`src/hw/rtl/lds_pkg.sv`:
```
// Shared types for the linear Diophantine solver: controller states,
// datapath command and status structs. No dependencies.
package lds_pkg;

  typedef enum logic [3:0] {
    ST_IDLE,
    ST_TEST,
    ST_EUC_RUN,
    ST_EUC_UPD,
    ST_C_RUN,
    ST_C_FIN,
    ST_B_INIT,
    ST_B_RUN,
    ST_B_FIN,
    ST_A_INIT,
    ST_A_RUN,
    ST_A_FIN,
    ST_DONE
  } ctl_state_t;

  typedef enum logic [3:0] {
    OP_NONE,
    OP_LOAD,
    OP_ZERO_RES,
    OP_DIV_INIT,
    OP_DIV_STEP,
    OP_EUC_UPD,
    OP_C_FIN,
    OP_B_FIN,
    OP_A_FIN,
    OP_PUBLISH
  } dp_op_t;

  // Operand selection for a divider pass
  typedef enum logic [1:0] {
    SEL_EUC,  // r0 / r1, multiplies s1 and t1
    SEL_C,    // c / g, multiplies s0 and t0
    SEL_B,    // b / g
    SEL_NA    // (-a) / g
  } div_sel_t;

  typedef struct packed {
    dp_op_t   op;
    div_sel_t sel;
  } dp_cmd_t;

  typedef struct packed {
    logic ab_zero;
    logic r1_zero;
    logic div_last;
    logic rem_zero;
  } dp_stat_t;

endpackage

```
`src/hw/rtl/linear_diophantine_solver_core.sv`:
```
// Solves a*x + b*y = c by iterative extended Euclid: one item at a time.
// An item with no solution skips the last two divisions, and one with
// a = b = 0 skips all divisions. Each division runs on the restoring
// divider, which retires one quotient bit per cycle while folding both
// Bezout products into the same pass. The result sits in an output
// register, so the next item is taken while it waits.
// Depends on lds_pkg, lds_ctl, lds_dp.
module linear_diophantine_solver_core #(
  parameter int WORD_BITS = 32
) (
  input  logic                 clk,
  input  logic                 rst,
  input  logic                 in_valid,
  output logic                 in_ready,
  input  logic [WORD_BITS-1:0] coef_a,
  input  logic [WORD_BITS-1:0] coef_b,
  input  logic [WORD_BITS-1:0] rhs_c,
  output logic                 out_valid,
  input  logic                 out_ready,
  output logic                 has_solution,
  output logic [WORD_BITS-1:0] divisor_gcd,
  output logic [WORD_BITS-1:0] x_base,
  output logic [WORD_BITS-1:0] x_step,
  output logic [WORD_BITS-1:0] y_base,
  output logic [WORD_BITS-1:0] y_step
);

  lds_pkg::dp_cmd_t  cmd;
  lds_pkg::dp_stat_t stat;

  lds_ctl u_ctl (
    .clk       (clk),
    .rst       (rst),
    .in_valid  (in_valid),
    .in_ready  (in_ready),
    .out_valid (out_valid),
    .out_ready (out_ready),
    .stat      (stat),
    .cmd       (cmd)
  );

  lds_dp #(
    .WORD_BITS (WORD_BITS)
  ) u_dp (
    .clk          (clk),
    .cmd          (cmd),
    .stat         (stat),
    .coef_a       (coef_a),
    .coef_b       (coef_b),
    .rhs_c        (rhs_c),
    .has_solution (has_solution),
    .divisor_gcd  (divisor_gcd),
    .x_base       (x_base),
    .x_step       (x_step),
    .y_base       (y_base),
    .y_step       (y_step)
  );

endmodule

```
`src/hw/rtl/lds_dp.sv`:
```
// Datapath: Euclid remainder/Bezout registers, one-bit-per-cycle restoring
// divider with Horner multiply-accumulate, result and output registers. Uses lds_pkg.
module lds_dp #(
  parameter int WORD_BITS = 32
) (
  input  logic                  clk,
  input  lds_pkg::dp_cmd_t      cmd,
  output lds_pkg::dp_stat_t     stat,
  input  logic [WORD_BITS-1:0]  coef_a,
  input  logic [WORD_BITS-1:0]  coef_b,
  input  logic [WORD_BITS-1:0]  rhs_c,
  output logic                  has_solution,
  output logic [WORD_BITS-1:0]  divisor_gcd,
  output logic [WORD_BITS-1:0]  x_base,
  output logic [WORD_BITS-1:0]  x_step,
  output logic [WORD_BITS-1:0]  y_base,
  output logic [WORD_BITS-1:0]  y_step
);

  localparam int W  = WORD_BITS;
  localparam int CW = $clog2(W + 1);
  localparam logic [CW-1:0] CNT_INIT = CW'(W);
  localparam logic [CW-1:0] CNT_ONE  = CW'(1);

  // Euclid state
  logic [W-1:0] a_r, b_r, c_r;
  logic [W-1:0] r0, r1, s0, s1, t0, t1;

  // divider / multiplier state
  logic [W-1:0]  dvd, dvs, rem, quo, acc_s, acc_t, m_s, m_t;
  logic          q_neg, r_neg;
  logic [CW-1:0] cnt;

  // results waiting for the output register
  logic         res_has;
  logic [W-1:0] res_gcd, res_xb, res_xs, res_yb, res_ys;

  logic [W-1:0] sel_num, sel_den, sel_ms, sel_mt, neg_a;
  logic [W:0]   trial;
  logic         qbit;
  logic [W-1:0] rem_step, acc_s_step, acc_t_step;
  logic [W-1:0] quo_s, rem_s, ns, nt, xb_fix, yb_fix;

  function automatic logic [W-1:0] mag(input logic [W-1:0] v);
    mag = v[W-1] ? W'(~v + 1'b1) : v;
  endfunction

  assign neg_a = W'(~a_r + 1'b1);

  always_comb begin
    case (cmd.sel)
      lds_pkg::SEL_EUC: begin
        sel_num = r0;   sel_den = r1; sel_ms = s1; sel_mt = t1;
      end
      lds_pkg::SEL_C: begin
        sel_num = c_r;  sel_den = r0; sel_ms = s0; sel_mt = t0;
      end
      lds_pkg::SEL_B: begin
        sel_num = b_r;  sel_den = r0; sel_ms = '0; sel_mt = '0;
      end
      default: begin
        sel_num = neg_a; sel_den = r0; sel_ms = '0; sel_mt = '0;
      end
    endcase
  end

  // restoring step on magnitudes; quotient bits feed the Horner products
  assign trial      = {rem, dvd[W-1]} - {1'b0, dvs};
  assign qbit       = ~trial[W];
  assign rem_step   = qbit ? trial[W-1:0] : {rem[W-2:0], dvd[W-1]};
  assign acc_s_step = {acc_s[W-2:0], 1'b0} + (qbit ? m_s : '0);
  assign acc_t_step = {acc_t[W-2:0], 1'b0} + (qbit ? m_t : '0);

  // sign fix-up, truncating semantics
  assign quo_s  = q_neg ? W'(~quo + 1'b1) : quo;
  assign rem_s  = r_neg ? W'(~rem + 1'b1) : rem;
  assign ns     = q_neg ? W'(s0 + acc_s) : W'(s0 - acc_s);
  assign nt     = q_neg ? W'(t0 + acc_t) : W'(t0 - acc_t);
  assign xb_fix = q_neg ? W'(~acc_s + 1'b1) : acc_s;
  assign yb_fix = q_neg ? W'(~acc_t + 1'b1) : acc_t;

  assign stat.ab_zero  = (a_r == '0) && (b_r == '0);
  assign stat.r1_zero  = (r1 == '0);
  assign stat.div_last = (cnt == CNT_ONE);
  assign stat.rem_zero = (rem == '0);

  always_ff @(posedge clk) begin
    case (cmd.op)
      lds_pkg::OP_LOAD: begin
        a_r <= coef_a;
        b_r <= coef_b;
        c_r <= rhs_c;
        r0  <= coef_a;
        r1  <= coef_b;
        s0  <= W'(1);
        s1  <= '0;
        t0  <= '0;
        t1  <= W'(1);
      end
      lds_pkg::OP_ZERO_RES: begin
        res_has <= (c_r == '0);
        res_gcd <= '0;
        res_xb  <= '0;
        res_xs  <= '0;
        res_yb  <= '0;
        res_ys  <= '0;
      end
      lds_pkg::OP_DIV_INIT: begin
        dvd   <= mag(sel_num);
        dvs   <= mag(sel_den);
        rem   <= '0;
        quo   <= '0;
        acc_s <= '0;
        acc_t <= '0;
        m_s   <= sel_ms;
        m_t   <= sel_mt;
        q_neg <= sel_num[W-1] ^ sel_den[W-1];
        r_neg <= sel_num[W-1];
        cnt   <= CNT_INIT;
      end
      lds_pkg::OP_DIV_STEP: begin
        dvd   <= {dvd[W-2:0], 1'b0};
        rem   <= rem_step;
        quo   <= {quo[W-2:0], qbit};
        acc_s <= acc_s_step;
        acc_t <= acc_t_step;
        cnt   <= cnt - CNT_ONE;
      end
      lds_pkg::OP_EUC_UPD: begin
        r0 <= r1;
        r1 <= rem_s;
        s0 <= s1;
        s1 <= ns;
        t0 <= t1;
        t1 <= nt;
      end
      lds_pkg::OP_C_FIN: begin
        res_has <= stat.rem_zero;
        res_gcd <= r0;
        res_xb  <= stat.rem_zero ? xb_fix : '0;
        res_yb  <= stat.rem_zero ? yb_fix : '0;
        res_xs  <= '0;
        res_ys  <= '0;
      end
      lds_pkg::OP_B_FIN: res_xs <= quo_s;
      lds_pkg::OP_A_FIN: res_ys <= quo_s;
      lds_pkg::OP_PUBLISH: begin
        has_solution <= res_has;
        divisor_gcd  <= res_gcd;
        x_base       <= res_xb;
        x_step       <= res_xs;
        y_base       <= res_yb;
        y_step       <= res_ys;
      end
      default: ;
    endcase
  end

endmodule

```
`src/hw/rtl/lds_ctl.sv`:
```
// Controller: sequences Euclid iterations and the three final divisions,
// owns the handshakes and the output valid flag. Uses lds_pkg.
module lds_ctl (
  input  logic               clk,
  input  logic               rst,
  input  logic               in_valid,
  output logic               in_ready,
  output logic               out_valid,
  input  logic               out_ready,
  input  lds_pkg::dp_stat_t  stat,
  output lds_pkg::dp_cmd_t   cmd
);

  lds_pkg::ctl_state_t state, state_next;
  logic out_valid_next;
  logic slot_free;

  assign slot_free = !out_valid || out_ready;

  always_ff @(posedge clk) begin
    if (rst) begin
      state     <= lds_pkg::ST_IDLE;
      out_valid <= 1'b0;
    end else begin
      state     <= state_next;
      out_valid <= out_valid_next;
    end
  end

  always_comb begin
    state_next     = state;
    cmd.op         = lds_pkg::OP_NONE;
    cmd.sel        = lds_pkg::SEL_EUC;
    in_ready       = 1'b0;
    out_valid_next = out_valid && !out_ready;
    unique case (state)
      lds_pkg::ST_IDLE: begin
        in_ready = 1'b1;
        if (in_valid) begin
          cmd.op     = lds_pkg::OP_LOAD;
          state_next = lds_pkg::ST_TEST;
        end
      end
      lds_pkg::ST_TEST: begin
        if (stat.ab_zero) begin
          cmd.op     = lds_pkg::OP_ZERO_RES;
          state_next = lds_pkg::ST_DONE;
        end else if (stat.r1_zero) begin
          cmd.op     = lds_pkg::OP_DIV_INIT;
          cmd.sel    = lds_pkg::SEL_C;
          state_next = lds_pkg::ST_C_RUN;
        end else begin
          cmd.op     = lds_pkg::OP_DIV_INIT;
          cmd.sel    = lds_pkg::SEL_EUC;
          state_next = lds_pkg::ST_EUC_RUN;
        end
      end
      lds_pkg::ST_EUC_RUN: begin
        cmd.op = lds_pkg::OP_DIV_STEP;
        if (stat.div_last) state_next = lds_pkg::ST_EUC_UPD;
      end
      lds_pkg::ST_EUC_UPD: begin
        cmd.op     = lds_pkg::OP_EUC_UPD;
        state_next = lds_pkg::ST_TEST;
      end
      lds_pkg::ST_C_RUN: begin
        cmd.op = lds_pkg::OP_DIV_STEP;
        if (stat.div_last) state_next = lds_pkg::ST_C_FIN;
      end
      lds_pkg::ST_C_FIN: begin
        cmd.op     = lds_pkg::OP_C_FIN;
        state_next = stat.rem_zero ? lds_pkg::ST_B_INIT : lds_pkg::ST_DONE;
      end
      lds_pkg::ST_B_INIT: begin
        cmd.op     = lds_pkg::OP_DIV_INIT;
        cmd.sel    = lds_pkg::SEL_B;
        state_next = lds_pkg::ST_B_RUN;
      end
      lds_pkg::ST_B_RUN: begin
        cmd.op = lds_pkg::OP_DIV_STEP;
        if (stat.div_last) state_next = lds_pkg::ST_B_FIN;
      end
      lds_pkg::ST_B_FIN: begin
        cmd.op     = lds_pkg::OP_B_FIN;
        state_next = lds_pkg::ST_A_INIT;
      end
      lds_pkg::ST_A_INIT: begin
        cmd.op     = lds_pkg::OP_DIV_INIT;
        cmd.sel    = lds_pkg::SEL_NA;
        state_next = lds_pkg::ST_A_RUN;
      end
      lds_pkg::ST_A_RUN: begin
        cmd.op = lds_pkg::OP_DIV_STEP;
        if (stat.div_last) state_next = lds_pkg::ST_A_FIN;
      end
      lds_pkg::ST_A_FIN: begin
        cmd.op     = lds_pkg::OP_A_FIN;
        state_next = lds_pkg::ST_DONE;
      end
      lds_pkg::ST_DONE: begin
        // wait until the output register is free
        if (slot_free) begin
          cmd.op         = lds_pkg::OP_PUBLISH;
          out_valid_next = 1'b1;
          state_next     = lds_pkg::ST_IDLE;
        end
      end
      default: state_next = lds_pkg::ST_IDLE;
    endcase
  end

endmodule

```
`config.mk`:
```
export PLATFORM = sky130hd
export DESIGN_NAME = linear_diophantine_solver_core
export DESIGN_NICKNAME = d
export VERILOG_FILES = /design/src/hw/rtl/lds_pkg.sv /design/src/hw/rtl/linear_diophantine_solver_core.sv /design/src/hw/rtl/lds_dp.sv /design/src/hw/rtl/lds_ctl.sv
export SDC_FILE = /design/constraint.sdc
export NUM_CORES = 2
export LEC_CHECK = 0
export BUFFER_PORTS_ARGS = -buffer_cell sky130_fd_sc_hd__buf_2
export CORE_MARGIN = 1.5
export CORE_UTILIZATION = 61
export CTS_BUF_LIST = sky130_fd_sc_hd__clkbuf_8
export CTS_CLUSTER_SIZE = 25
export DETAILED_ROUTE_END_ITERATION = 10
export HOLD_SLACK_MARGIN = 0.12
export PLACE_DENSITY = 0.88
export SYNTH_ARGS = -nofsm -noshare
export SYNTH_HDL_FRONTEND = slang
export SYNTH_HIERARCHICAL = 1
export SYNTH_SLANG_ARGS = --single-unit
```
`constraint.sdc`:
```
create_clock -name clk -period 33.5 [get_ports clk]
set_clock_uncertainty 0.15 [all_clocks]
set_input_delay 5.025 -clock clk [delete_from_list [all_inputs] [get_ports clk]]
set_output_delay 5.025 -clock clk [all_outputs]
set_load 0.01 [all_outputs]
```
==> results.sh <==
export IMPL_post_dp_cell_area_um2=48500
export IMPL_cp_start_kind="input port"
export IMPL_antenna_left=0
export IMPL_final_cell_mix="edfxtp_1, nor2_1, nand2_1, buf_2, xor2_1"
export IMPL_fin_area_um2=51100
export IMPL_synth_cells=4037
export IMPL_cp_max_fo=104
export IMPL_hold_buffers=0
export IMPL_fin_crit_sh_pct=25.4
export IMPL_die_h_um=279
export IMPL_path_clk_slew_ns=0.06
export IMPL_clk_latency_ns=0.81
export IMPL_cts_setup_buffers=0
export IMPL_final_cells=5383
export IMPL_cts_tree="built"
export IMPL_cts_repair_resize_count=0
export IMPL_first_pass_iters=6
export IMPL_hold_violations=0
export IMPL_port_buffers=262
export IMPL_avgSynthCellArea_um2=11.5
export IMPL_setup_viol=0
export IMPL_root_buffer="clkbuf_8"
export IMPL_critPathTopFamily="buffers and inverters"
export IMPL_fmax_mhz=118
export IMPL_htreeDepth=4
export IMPL_grt_antenna_before_repair=8
export IMPL_cp_slowest_cell="buf_4"
export IMPL_maxCapViolCount=0
export IMPL_cpPeakStageDelay_ns=0.99
export IMPL_yosysWarningCount=6
export IMPL_grt_usage_pct=28.7
export IMPL_status="finished clean"
export IMPL_layout_nets=4570
export IMPL_cp_arrival_ns=9.01
export IMPL_grt_pass1_wl_mm=174
export IMPL_rows=100
export IMPL_rsz0062_at_grt="false"
export IMPL_drive_above_1_share_pct=12.9
export IMPL_layout_min_cycle_time_ns=8.51
export IMPL_critPathMostFrequentCell="buf_4"
export IMPL_endpoint_kind="flip-flop"
export IMPL_cts_path_max_buffers=3
export IMPL_grt_max_degree=105
export IMPL_slew_viol_final=0
export IMPL_fin_tns_setup_ns=0
export IMPL_ys_seq_area_share_pct=56.8
export IMPL_core_area_um2=74800
export IMPL_viasPerCell=6.19
export IMPL_initial_utilization_pct=61.9
export IMPL_routedWlPerCell_um=20.9
export IMPL_fp_dieArea_um2=77600
export IMPL_ys_flop_type="edfxtp_1"
export IMPL_syn_to_final_growth_pct=10.2
export IMPL_layout_commonest_cell="edfxtp_1"
export IMPL_slew_headroom_pct=25.8
export IMPL_cts_buffers=142
export IMPL_netlist_area_um2=46300
export IMPL_clock_sinks=879
export IMPL_synth_edf_count=874
export IMPL_io_pins=263
export IMPL_synth_seq_cells=879
export IMPL_cp_required_ns=34.01
export IMPL_drc=0
export IMPL_placed_cells=5127
export IMPL_grt_pass1_vias=31800
export IMPL_async_flop_share_pct=0
export IMPL_overflow=0
export IMPL_wirelength_mm=112
export IMPL_drt_iter0_markers=3912
export IMPL_synth_cell_types=95
export IMPL_gp_congestion=0.970
export IMPL_mappedNetlistNets=4305
export IMPL_dp_hpwl_mm=77.3
export IMPL_chipWidth_um=279
export IMPL_vias=33300
export IMPL_tightest_slew_ns=1.11
export IMPL_path_buf_inv=4
export IMPL_hp_class="reg -> reg"
export IMPL_path_class="in -> reg"
export IMPL_cp_cell_sequence="buf_2 -> nor2_1 -> a21oi_1 -> nor2_1 -> o21ai_0 -> o21a_1 -> nor3b_2 -> buf_4 -> buf_4 -> buf_4 -> and3_1"
[stage by stage]
| stage | hold slack [ns] | utilization [%] | setup WS (ns) |
|---|---|---|---|
| 2_1_floorplan | 0.250 | - | 11.49 |
| 4_1_cts | 0.257 | 68.3 | 25.09 |
| 3_5_place_dp | 0.255 | 64.8 | 24.23 |
| 3_3_place_gp | 0.251 | 64.8 | 24.37 |
| 5_1_grt | 0.253 | 68.3 | 24.65 |
| 6_report | 0.262 | 68.3 | 24.99 |
[routing by layer]
layer  GRT usage [%]  wire length [um]  vias up
met5               0                70        -
met4            11.4              3850       12
met3            6.05             11200      238
met2            44.4             50900     1747
met1            39.9             46300    16000
li1                -                 -    15300
[synth_stat cells, drive strengths merged, types with 9 or more instances]
cell,count,share of area [%]
edfxtp,874,57
nor2,486,4.0
nand2,342,2.8
xor2,233,4.4
o21ai,214,2.3
ha,163,4.4
a21oi,161,1.7
xnor2,153,2.9
clkbuf,148,1.2
and2,138,1.9
mux2i,134,2.9
inv,97,0.79
nor3,96,1.1
and3,94,1.3
a21o,66,1.1
nor4,50,0.72
nand2b,47,0.68
o31ai,45,0.75
nand3,38,0.41
a211oi,36,0.59
or3,35,0.50
or4,34,0.59
buf,30,0.41
nand4,26,0.35
mux2,23,0.56
nor2b,23,0.31
o21bai,21,0.34
o21a,19,0.31
a31oi,18,0.26
o22ai,16,0.22
or2,14,0.19
o211ai,13,0.21
nor3b,12,0.22
o41ai,12,0.23
a211o,9,0.17
[worst paths after layout]
check | from | to | slack (ns) | cells past startpoint
worst max-delay path | in_valid | u_dp/t0[12] | 24.99 | 11
worst min-delay path | u_dp/res_xb[6] | u_dp/x_base[6] | 0.26 | 0
worst max register to register | u_dp/dvd[31] | u_dp/acc_s[31] | 25.93 | 22
worst min register to register | u_dp/res_xb[6] | u_dp/x_base[6] | 0.26 | 0
[worst register-to-register path, stage by stage (launching register included)]
cell	delay, ns
edfxtp_1	0.52
inv_1	0.13
ha_1	0.25
fa_1	0.42
nor2b_1	0.16
o31a_1	0.20
o21ai_0	0.25
o21ai_0	0.55
a21boi_0	0.22
o311ai_2	0.29
buf_4	0.63
and2_1	0.28
ha_1	0.27
a21o_1	0.20
a41oi_1	0.31
a31oi_1	0.22
a221o_1	0.45
a2111oi_0	0.82
o31ai_1	0.19
a21oi_1	0.35
o31a_1	0.24
xnor2_1	0.12
nor2_1	0.06
[area by class of cell]
class                   instances  area [um^2]
diodes                          2         5.00
clock buffers                 144         1980
clock inverters               110          601
fillers                      5147        23700
inverters                      97          367
multi-input cells            2883        19000
flip-flops and latches        879        26300
well taps                     969         1210
repair buffers                299         1590
[cells by family (layout without fill, tap and decap cells)]
logic type | after synthesis | in the layout | synth area share (%)
buffers and inverters | 275 | 650 | 2.39
adder cells (fa/ha/maj) | 168 | 168 | 4.62
flip-flops | 879 | 879 | 56.8
multiplexers | 162 | 162 | 3.70
AND/OR/NAND/NOR | 1457 | 1457 | 15.4
other | 0 | 2 | 0
XOR/XNOR | 386 | 386 | 7.29
AO/OA/AOI/OAI | 710 | 710 | 9.80
Power is left out: the tool's default activity adds up to more than one toggle a clock period on the data nets, which glitch-free logic cannot reach.
